--- src/sv/scl_pkg.sv ---
// ----------------------------------------------------------------------------
// scl_pkg
// Shared types and character codes for the serial command line parser.
// ----------------------------------------------------------------------------
package scl_pkg;

  // Character codes
  localparam logic [7:0] CHAR_TAB   = 8'd9;
  localparam logic [7:0] CHAR_LF    = 8'd10;
  localparam logic [7:0] CHAR_VT    = 8'd11;
  localparam logic [7:0] CHAR_FF    = 8'd12;
  localparam logic [7:0] CHAR_CR    = 8'd13;
  localparam logic [7:0] CHAR_SPACE = 8'd32;
  localparam logic [7:0] CHAR_PLUS  = 8'd43;
  localparam logic [7:0] CHAR_MINUS = 8'd45;
  localparam logic [7:0] CHAR_ZERO  = 8'd48;
  localparam logic [7:0] CHAR_NINE  = 8'd57;

  // Magnitude limits
  localparam logic [31:0] MAG_LIMIT   = 32'h8000_0000;
  localparam logic [31:0] POS_MAX     = 32'h7FFF_FFFF;
  localparam logic [31:0] ACC_LIM_LO  = 32'd214748364;  // digits 0..8
  localparam logic [31:0] ACC_LIM_HI9 = 32'd214748363;  // digit 9

  // Number phase of the current line
  typedef enum logic [1:0] {
    PH_SKIP   = 2'd0,   // skipping leading whitespace
    PH_DIGITS = 2'd1,   // after a sign or a digit
    PH_DONE   = 2'd2    // number finished
  } phase_t;

  // Completed line
  typedef struct packed {
    logic [6:0]         cmd;
    logic signed [31:0] value;
  } res_t;

  // Whitespace skipped before the number
  function automatic logic is_blank(input logic [7:0] c);
    is_blank = (c == CHAR_SPACE) || (c == CHAR_TAB) || (c == CHAR_VT) || (c == CHAR_FF);
  endfunction

endpackage

--- src/sv/scl_parse.sv ---
// ----------------------------------------------------------------------------
// scl_parse
// Line state and per-byte update: command letter, sign, saturated magnitude.
// ----------------------------------------------------------------------------
module scl_parse
  import scl_pkg::*;
(
  input  logic       clk,
  input  logic       rst_n,
  input  logic       byte_go,
  input  logic [7:0] rx_byte,
  output logic       res_vld,
  output res_t       res
);

  logic        line_r, line_nxt;
  logic [6:0]  cmd_r, cmd_nxt;
  phase_t      phase_r, phase_nxt;
  logic        neg_r, neg_nxt;
  logic [31:0] acc_r, acc_nxt;

  logic        used;
  logic        digit;
  logic [3:0]  dval;
  logic [34:0] times10;
  logic        sat;
  logic [31:0] acc_step;

  // Byte classification
  assign used  = (rx_byte != 8'd0) && !rx_byte[7] && (rx_byte != CHAR_LF);
  assign digit = (rx_byte >= CHAR_ZERO) && (rx_byte <= CHAR_NINE);
  assign dval  = rx_byte[3:0];

  // acc*10 + d, saturating at 2^31
  assign times10  = {acc_r, 3'b000} + {2'b00, acc_r, 1'b0} + {31'd0, dval};
  assign sat      = (dval == 4'd9) ? (acc_r > ACC_LIM_HI9) : (acc_r > ACC_LIM_LO);
  assign acc_step = sat ? MAG_LIMIT : times10[31:0];

  // Signed result from the current line
  always_comb begin
    res.cmd = cmd_r;
    if (neg_r) begin
      res.value = 32'd0 - acc_r;
    end else begin
      res.value = acc_r[31] ? POS_MAX : acc_r;
    end
  end

  // Next line state
  always_comb begin
    line_nxt  = line_r;
    cmd_nxt   = cmd_r;
    phase_nxt = phase_r;
    neg_nxt   = neg_r;
    acc_nxt   = acc_r;
    res_vld   = 1'b0;
    if (byte_go && used) begin
      if (rx_byte == CHAR_CR) begin
        if (line_r) begin
          res_vld   = 1'b1;
          line_nxt  = 1'b0;
          cmd_nxt   = 7'd0;
          phase_nxt = PH_SKIP;
          neg_nxt   = 1'b0;
          acc_nxt   = 32'd0;
        end
      end else if (!line_r) begin
        line_nxt = 1'b1;
        cmd_nxt  = rx_byte[6:0];
      end else begin
        unique case (phase_r)
          PH_SKIP: begin
            if (is_blank(rx_byte)) begin
              phase_nxt = PH_SKIP;
            end else if ((rx_byte == CHAR_PLUS) || (rx_byte == CHAR_MINUS)) begin
              neg_nxt   = (rx_byte == CHAR_MINUS);
              phase_nxt = PH_DIGITS;
            end else if (digit) begin
              acc_nxt   = acc_step;
              phase_nxt = PH_DIGITS;
            end else begin
              phase_nxt = PH_DONE;
            end
          end
          PH_DIGITS: begin
            if (digit) begin
              acc_nxt = acc_step;
            end else begin
              phase_nxt = PH_DONE;
            end
          end
          PH_DONE: begin
            phase_nxt = PH_DONE;
          end
          default: begin
            phase_nxt = PH_DONE;
          end
        endcase
      end
    end
  end

  // State registers
  always_ff @(posedge clk) begin
    if (!rst_n) begin
      line_r  <= 1'b0;
      cmd_r   <= 7'd0;
      phase_r <= PH_SKIP;
      neg_r   <= 1'b0;
      acc_r   <= 32'd0;
    end else begin
      line_r  <= line_nxt;
      cmd_r   <= cmd_nxt;
      phase_r <= phase_nxt;
      neg_r   <= neg_nxt;
      acc_r   <= acc_nxt;
    end
  end

endmodule

--- src/sv/scl_out_reg.sv ---
// ----------------------------------------------------------------------------
// scl_out_reg
// Result register: holds one completed line until the receiver takes it.
// ----------------------------------------------------------------------------
module scl_out_reg
  import scl_pkg::*;
(
  input  logic        clk,
  input  logic        rst_n,
  input  logic        load,
  input  logic        res_vld,
  input  res_t        res,
  input  logic        out_stall,
  output logic        out_valid,
  output logic [6:0]  out_command_char,
  output logic signed [31:0] out_number_value
);

  logic vld_r, vld_nxt;
  res_t res_r;

  // A load happens only when the register is empty or being drained
  assign vld_nxt = load ? res_vld : (vld_r && out_stall);

  always_ff @(posedge clk) begin
    if (!rst_n) begin
      vld_r <= 1'b0;
    end else begin
      vld_r <= vld_nxt;
    end
  end

  // Payload, no reset
  always_ff @(posedge clk) begin
    if (load && res_vld) begin
      res_r <= res;
    end
  end

  assign out_valid        = vld_r;
  assign out_command_char = res_r.cmd;
  assign out_number_value = res_r.value;

endmodule

--- src/sv/serial_command_line_parser_top.sv ---
// ----------------------------------------------------------------------------
// serial_command_line_parser_top
// Serial command line parser: <letter><decimal value><CR> lines to results.
// ----------------------------------------------------------------------------
// Takes one received byte per beat and sustains one byte per clock cycle while
// no result waits under stall. A byte goes into an input register, is folded
// into the line state once the result register has room, and a carriage return
// on a non-empty line puts the command letter and the saturated signed value
// into the result register, from which the result is shown. The clock period
// is set by the multiply-by-ten-and-add with its saturation compare in the
// parse stage. A result waiting under stall does not hold up input at once:
// the input register takes one more byte, and only then is stall raised on the
// input side.
// ----------------------------------------------------------------------------
module serial_command_line_parser_top
  import scl_pkg::*;
(
  input  logic        clk,
  input  logic        rst_n,
  input  logic        in_valid,
  output logic        in_stall,
  input  logic [7:0]  in_rx_byte,
  output logic        out_valid,
  input  logic        out_stall,
  output logic [6:0]  out_command_char,
  output logic signed [31:0] out_number_value
);

  logic       in_vld_r, in_vld_nxt;
  logic [7:0] in_byte_r;
  logic       go;
  logic       res_vld;
  res_t       res;

  // Parse when a byte is held and the result register has room
  assign go       = in_vld_r && (!out_valid || !out_stall);
  assign in_stall = in_vld_r && !go;

  // Input register
  assign in_vld_nxt = (in_valid && !in_stall) ? 1'b1 : (go ? 1'b0 : in_vld_r);

  always_ff @(posedge clk) begin
    if (!rst_n) begin
      in_vld_r <= 1'b0;
    end else begin
      in_vld_r <= in_vld_nxt;
    end
  end

  always_ff @(posedge clk) begin
    if (in_valid && !in_stall) begin
      in_byte_r <= in_rx_byte;
    end
  end

  scl_parse u_parse (
    .clk     (clk),
    .rst_n   (rst_n),
    .byte_go (go),
    .rx_byte (in_byte_r),
    .res_vld (res_vld),
    .res     (res)
  );

  scl_out_reg u_out (
    .clk              (clk),
    .rst_n            (rst_n),
    .load             (go),
    .res_vld          (res_vld),
    .res              (res),
    .out_stall        (out_stall),
    .out_valid        (out_valid),
    .out_command_char (out_command_char),
    .out_number_value (out_number_value)
  );

endmodule

--- config.mk ---
export PLATFORM = sky130hd
export DESIGN_NAME = serial_command_line_parser_top
export DESIGN_NICKNAME = d
export VERILOG_FILES = /design/src/sv/scl_pkg.sv /design/src/sv/scl_parse.sv /design/src/sv/scl_out_reg.sv /design/src/sv/serial_command_line_parser_top.sv
export SDC_FILE = /design/constraint.sdc
export NUM_CORES = 1
export LEC_CHECK = 0
export BUFFER_PORTS_ARGS = -buffer_cell sky130_fd_sc_hd__buf_2
export CORE_MARGIN = 3
export CORE_UTILIZATION = 55
export CTS_CLUSTER_SIZE = 40
export DETAILED_ROUTE_END_ITERATION = 12
export GPL_TIMING_DRIVEN = 0
export PLACE_DENSITY_LB_ADDON = 0.12
export RECOVER_POWER = 100
export SETUP_SLACK_MARGIN = 0.3
export SKIP_CTS_REPAIR_TIMING = 1
export SKIP_LAST_GASP = 1
export SYNTH_ARGS = -nofsm -noshare
export SYNTH_HDL_FRONTEND = slang
export SYNTH_HIERARCHICAL = 1
export SYNTH_SLANG_ARGS = --single-unit
--- constraint.sdc ---
create_clock -name clk -period 8 [get_ports clk]
set_input_delay 0.4 -clock clk [delete_from_list [all_inputs] [get_ports clk]]
set_output_delay 0.4 -clock clk [all_outputs]
set_load 0.01 [all_outputs]
# --- After elaboration in Yosys (flattened, before gate mapping) ---
# Cells that the tools add are included.
# Widths: inputs -> output; s select.
word_totals:
  ff_bits: 92
  input_bits: 12
  out_inout_bits: 41
classes:
  addsub: 3
  magnitude_cmp: 4
  n_eq_ne: 16
  n_mux: 35
  reduce_logical: 29
ops:
  columns: ["op", "count"]
  rows:
  - ["$mux 32", 8]
  - ["$gt 32x28->1 const B", 2]
  - ["$pmux 32 s2", 1]
  - ["$add 32x32->32", 1]
  - ["$add 32x4->32", 1]
  - ["$eq 8x4->1 const B", 4]
  - ["$sub 1x32->32 const A", 1]
  - ["$mux 31", 1]
  - ["$eq 8x6->1 const B", 3]
  - ["$mux 7", 3]
  - ["$mux 1", 14]
  - ["$mux 2", 7]
  - ["$reduce_and 5->1", 2]
  - ["$logic_and 1x1->1", 9]
  - ["$ge 8x6->1 const B", 1]
  - ["$le 8x6->1 const B", 1]
  - ["$ne 8x4->1 const B", 1]
  - ["$reduce_bool 8->1", 1]
  - ["$ne 3x2->1 const B", 2]
  - ["$reduce_and 3->1", 2]
  - ["$reduce_bool 2->1", 3]
  - ["$logic_not 1->1", 5]
  - ["$logic_or 1x1->1", 5]
  - ["$eq 4x4->1 const B", 1]
  - ["other kinds (7)", 8]

# --- Longest topological paths before layout ---
depth:
  depth_word: 9
  ltp_mapped: 13
  ltp_nobuf: 12

# --- Modules after synthesis ---
# Netlist, hierarchy kept.
modules_own_cells:
  columns: ["mod", "instances", "cells_per_inst", "area_per_inst_um2"]
  rows:
  - ["scl_parse", 1, 629, 4647.0]
  - ["scl_out_reg", 1, 43, 1213.7]
  - ["serial_command_line_parser_top", 1, 13, 292.8]

# --- Worst setup path before layout ---
# Ideal clock, no wire load.
synth_timing:
  kind: "register to register"
  start: "reg u_parse.acc_r[2]"
  end: "reg u_parse.acc_r[30]"
  setup_ps: 128
  t_arrival_ps: 3280
  slack_ps: 4592
  stages_incl_launch_ff: 14
  n_path_buf: 1
  cell_sequence: "dfxtp_1 clkbuf_1 inv_1 fa_1 inv_1 fa_1 a211oi_1 nor2_1 o31ai_1 a311oi_1 a211o_1 a31oi_1 xor2_1 o21ai_0"
synth_via:
  elab_chain_len: 9
  elab_cells_between_ends: 12
  cone_classes: "2 x add/sub; 2 x order compare; 8 x mux"
synth_lines:
  columns: ["item", "line", "text"]
  rows:
  - ["from (decl)", "scl_parse.sv:20", "logic [31:0] acc_r, acc_nxt;"]
  - ["from (signal assigned)", "scl_parse.sv:116", "acc_r <= acc_nxt;"]
  - ["$add 32x32->32 or $gt 32x28->1 (tied branches)", "scl_parse.sv:35, scl_parse.sv:36", null]
  - ["$add 32x4->32 or $mux 1 (tied branches)", "scl_parse.sv:35, scl_parse.sv:36", null]
  - ["$mux 32 *", "scl_parse.sv:37", "assign acc_step = sat ? MAG_LIMIT : times10[31:0];"]
  - ["$mux 32 *", "scl_parse.sv:78, scl_parse.sv:86", null]
  - ["$mux 32", "scl_parse.sv:75", "end else if ((rx_byte == CHAR_PLUS) || (rx_byte == CHAR_MINUS)) begin"]
  - ["$mux 32", "scl_parse.sv:73", "if (is_blank(rx_byte)) begin"]
  - ["$pmux 32 s2 *", "scl_parse.sv:71", "unique case (phase_r)"]
  - ["$mux 32 *", "scl_parse.sv:67", "end else if (!line_r) begin"]
  - ["$mux 32 *", "scl_parse.sv:58", "if (rx_byte == CHAR_CR) begin"]
# Mark *: on every way between the ends. The rest lies on a longest branch, timed or not. The select of a mux whose other input is x is not followed.
# A chain may end at the register's enable or synchronous reset.

# --- Final worst setup path ---
layout_timing:
  start: "reg in_byte_r[3]"
  end: "reg u_out.res_r (netlist bit u_out/out_number_value[19]), enable pin"
layout_via:
  elab_chain_len: 6
  elab_cells_between_ends: 9
  cone_classes: "2 x eq/ne; 2 x mux; 5 x reduce/logical"
layout_lines:
  columns: ["item", "line", "text"]
  rows:
  - ["from (decl)", "serial_command_line_parser_top.sv:30", "logic [7:0] in_byte_r;"]
  - ["from (signal assigned)", "serial_command_line_parser_top.sv:52", "in_byte_r <= in_rx_byte;"]
  - ["$reduce_bool 8->1", "scl_parse.sv:30", "assign used = (rx_byte != 8'd0) && !rx_byte[7] && (rx_byte != CHAR_LF);"]
  - ["$logic_and 1x1->1 (2 in series)", "scl_parse.sv:30", null]
  - ["$logic_and 1x1->1", "scl_parse.sv:57", "if (byte_go && used) begin"]
  - ["$mux 1 *", "scl_parse.sv:57", null]
  - ["named net res_vld", "serial_command_line_parser_top.sv:32", "logic res_vld;"]
  - ["$logic_and 1x1->1 *", "scl_out_reg.sv:35", "if (load && res_vld) begin"]
  - ["to (signal assigned)", "scl_out_reg.sv:36", "res_r <= res;"]
  - ["to (decl)", "scl_out_reg.sv:20", "res_t res_r;"]
# Mark *: on every way through the listed nets, which the timed path passes. The rest lies on a longest branch.

==> flow_summary.toml <==
[routing]
ant_nets = 0
drc = 0
drtPass1Iterations = 5
vias = 5324
routedWlPerCell_um = 16.9
wl_mm = 15.0
drtIter0Drc = 408
vias_per_cell = 5.98

[final_layout]
final_util = 0.631
multi_input_area_mm2 = 0.00359
final_cell_mix = "nor2_1 (81), clkbuf_1 (76), a21oi_1 (66)"
nets = 824
nFillCells = 931
seq_area_mm2 = 0.00231
syn2layout_area_growth_pct = 8.76
final_common_cell = "nor2_1"
layout-drive-gt1-share = 0.0464
antenna_cells = 0

[grt]
grt_max_degree = 33
met1_usage = 0.337
top_usage_layer = "met2"
use_met2 = 0.387
grt.overflow.total = 0
antenna_found_initial = 0
grtUsageTotal = 0.245
grt_pass1_wl_mm = 25.1
use_met3 = 0.0397
grt_pass1_vias = 5117

[synth]
yosys_most_used_dff = "edfxtp_1"
syn_area_per_cell_um2 = 8.98
synthArstFlopShare = 0
yosys_warnings = 6
ys_seq_elements = 92
synth_area_leaders = "edfxtp_1 (23%), dfxtp_1 (15%), ha_1 (12%)"
synthCells = 685
synth_seq_area_share = 0.376
syn-num-nets = 760
yosysTopAreaCellShare = 0.229
synth_area_mm2 = 0.00615
synth_top_area_cell = "edfxtp_1"
synth_cell_type_count = 63
synth_edf_count = 47

[critical_path]
worstReg2RegStart = "in_byte_r[3]"
crit_chain = "clkbuf_1 -> nand2_1 -> or4_1 -> or3_1 -> inv_1 -> ha_1 -> and2_1 -> and2_0 -> clkbuf_1"
required_ns = 7.98
arrival_ns = 4.53
path_buf_inv = 3
cp-start-kind = "flop"
crit_path_max_incr_delay_ns = 1.34
path_common_cell = "clkbuf_1"
rr_endpoint = "u_out/out_number_value[19]"
path_class = "reg2reg"
cp-end-kind = "flop"
reg2reg_depth = 9
cp_max_fo = 32
r2r_setup_slack_ns = 3.44
cp_top_family = "simple AND/OR/NAND/NOR gates"
critPathSlowestCell = "clkbuf_1"
startpoint = "in_byte_r[3]"

[clock_network]
cts.clk_slew.worst_paths_ns = 0.09
cts_max_level = 3
clock-sinks = 92
clk_latency_ns = 0.38
root_buffer = "clkbuf_8"
cts_made_buffers = 9
clockBufferDepth = 2
cts_tree = "done"

[sta]
tns_ns = 0
fin_skew_ns = 0.00934
rsz0062_at_grt = "no"
max_slew_margin = -0.185
setup_viol = 0
min_period_over_period = 0.570
maxSlewViolCount = 33
fmax_mhz = 219
hold_violations = 0
fin_crit_ns = 4.56
tightest_slew_ns = 1.78

[pwr]
pwr_density_cell_mw_per_mm2 = 129
p_leak_nw = 2.87
ir_drop_mv = 0.0807
finalPower_uw = 861

[place]
hpwlAfterDp_mm = 11.7
gp_congestion = 0.892
io_buffers = 52

[die]
dieArea_mm2 = 0.0125
core_mm2 = 0.0106
dieHeight_um = 112
ios = 53
start_util = 0.580
rows = 37
die_x_um = 112

[min_path]
hold_class = "in2reg"
min_path_cells = 1
min_from = "in_rx_byte[4]"
min_to = "in_byte_r[4]"

[outcome]
status = "complete, but fails checks"
failed_checks = "max-capacitance violations, max-slew violations"

[flow_run]
cap_violations = 1
state kept, by name, indices dropped and copies added (netlist names):
name,flops
in_vld_r,1
u_out/out_number_value,32
u_parse/phase_r,2
u_out/out_valid,1
in_byte_r,8
u_parse/line_r,1
u_out/out_command_char,7
u_parse/neg_r,1
u_parse/cmd_r,7
u_parse/acc_r,32
cells in the mapped netlist (7+ instances only):
cell,number
dfxtp_1,45
nor4_1,10
xor2_1,31
inv_1,14
nand2_1,58
edfxtp_1,47
ha_1,61
a21o_1,16
a31oi_1,8
o21bai_1,7
nand3_1,14
nor2b_1,7
xnor2_1,25
a21oi_1,66
nor2_1,81
nor3_1,18
a211oi_1,8
o21ai_0,33
clkbuf_1,32
a22oi_1,13
power by group:
group / internal [mW] / switching [mW]
Sequential: 0.497 / 0.00415
Clock: 0.156 / 0.175
Combinational: 0.00985 / 0.0186
Total: 0.663 / 0.198
cell type report:
| type | instances | area share |
|---|---|---|
| sequential | 92 | 0.345 |
| tap | 136 | 0.0254 |
| clock inverter | 6 | 0.0107 |
| inverter | 15 | 0.00841 |
| buffer | 37 | 0.0215 |
| clock buffer | 10 | 0.0206 |
| multi-input combinational | 541 | 0.536 |
| timing repair buffer | 53 | 0.0318 |
layer usage:
metal	share of wire	wire (um)
met5	0	0
met1	0.47	7030
met3	0.051	770
met4	0.023	347
met2	0.46	6890
stage by stage:
| step | setup WS, ns | hold WS, ns | area [um^2] | std cells |
|---|---|---|---|---|
| floorplan | 4.59 | 0.408 | 6150 | 685 |
| global placement | 3.90 | 0.414 | 6580 | 873 |
| detailed placement | 3.83 | 0.415 | 6610 | 874 |
| CTS | 3.78 | 0.177 | 6810 | 890 |
| global route | 3.04 | 0.167 | 6690 | 890 |
| finish | 3.44 | 0.190 | 6690 | 890 |
cells by family after synthesis:
logic type | count (synthesis) | synth area share
XOR/XNOR | 56 | 0.0797
flip-flops | 92 | 0.376
adder cells (fa/ha/maj) | 63 | 0.131
AND/OR/NAND/NOR | 236 | 0.190
buffers and inverters | 52 | 0.0340
AO/OA/AOI/OAI | 186 | 0.190
how the worst max path moves through the flow:
stage                                 end  slack [ns]  depth (start not counted)
3_5_place_dp            u_parse/acc_r[30]        3.83                         13
6_report       u_out/out_number_value[19]        3.44                          9
5_1_grt        u_out/out_number_value[19]        3.04                          9
2_1_floorplan           u_parse/acc_r[30]        4.59                         13
3_3_place_gp            u_parse/acc_r[30]        3.90                         13
4_1_cts                 u_parse/acc_r[30]        3.78                         13
Power figures use the tool's default switching activity.
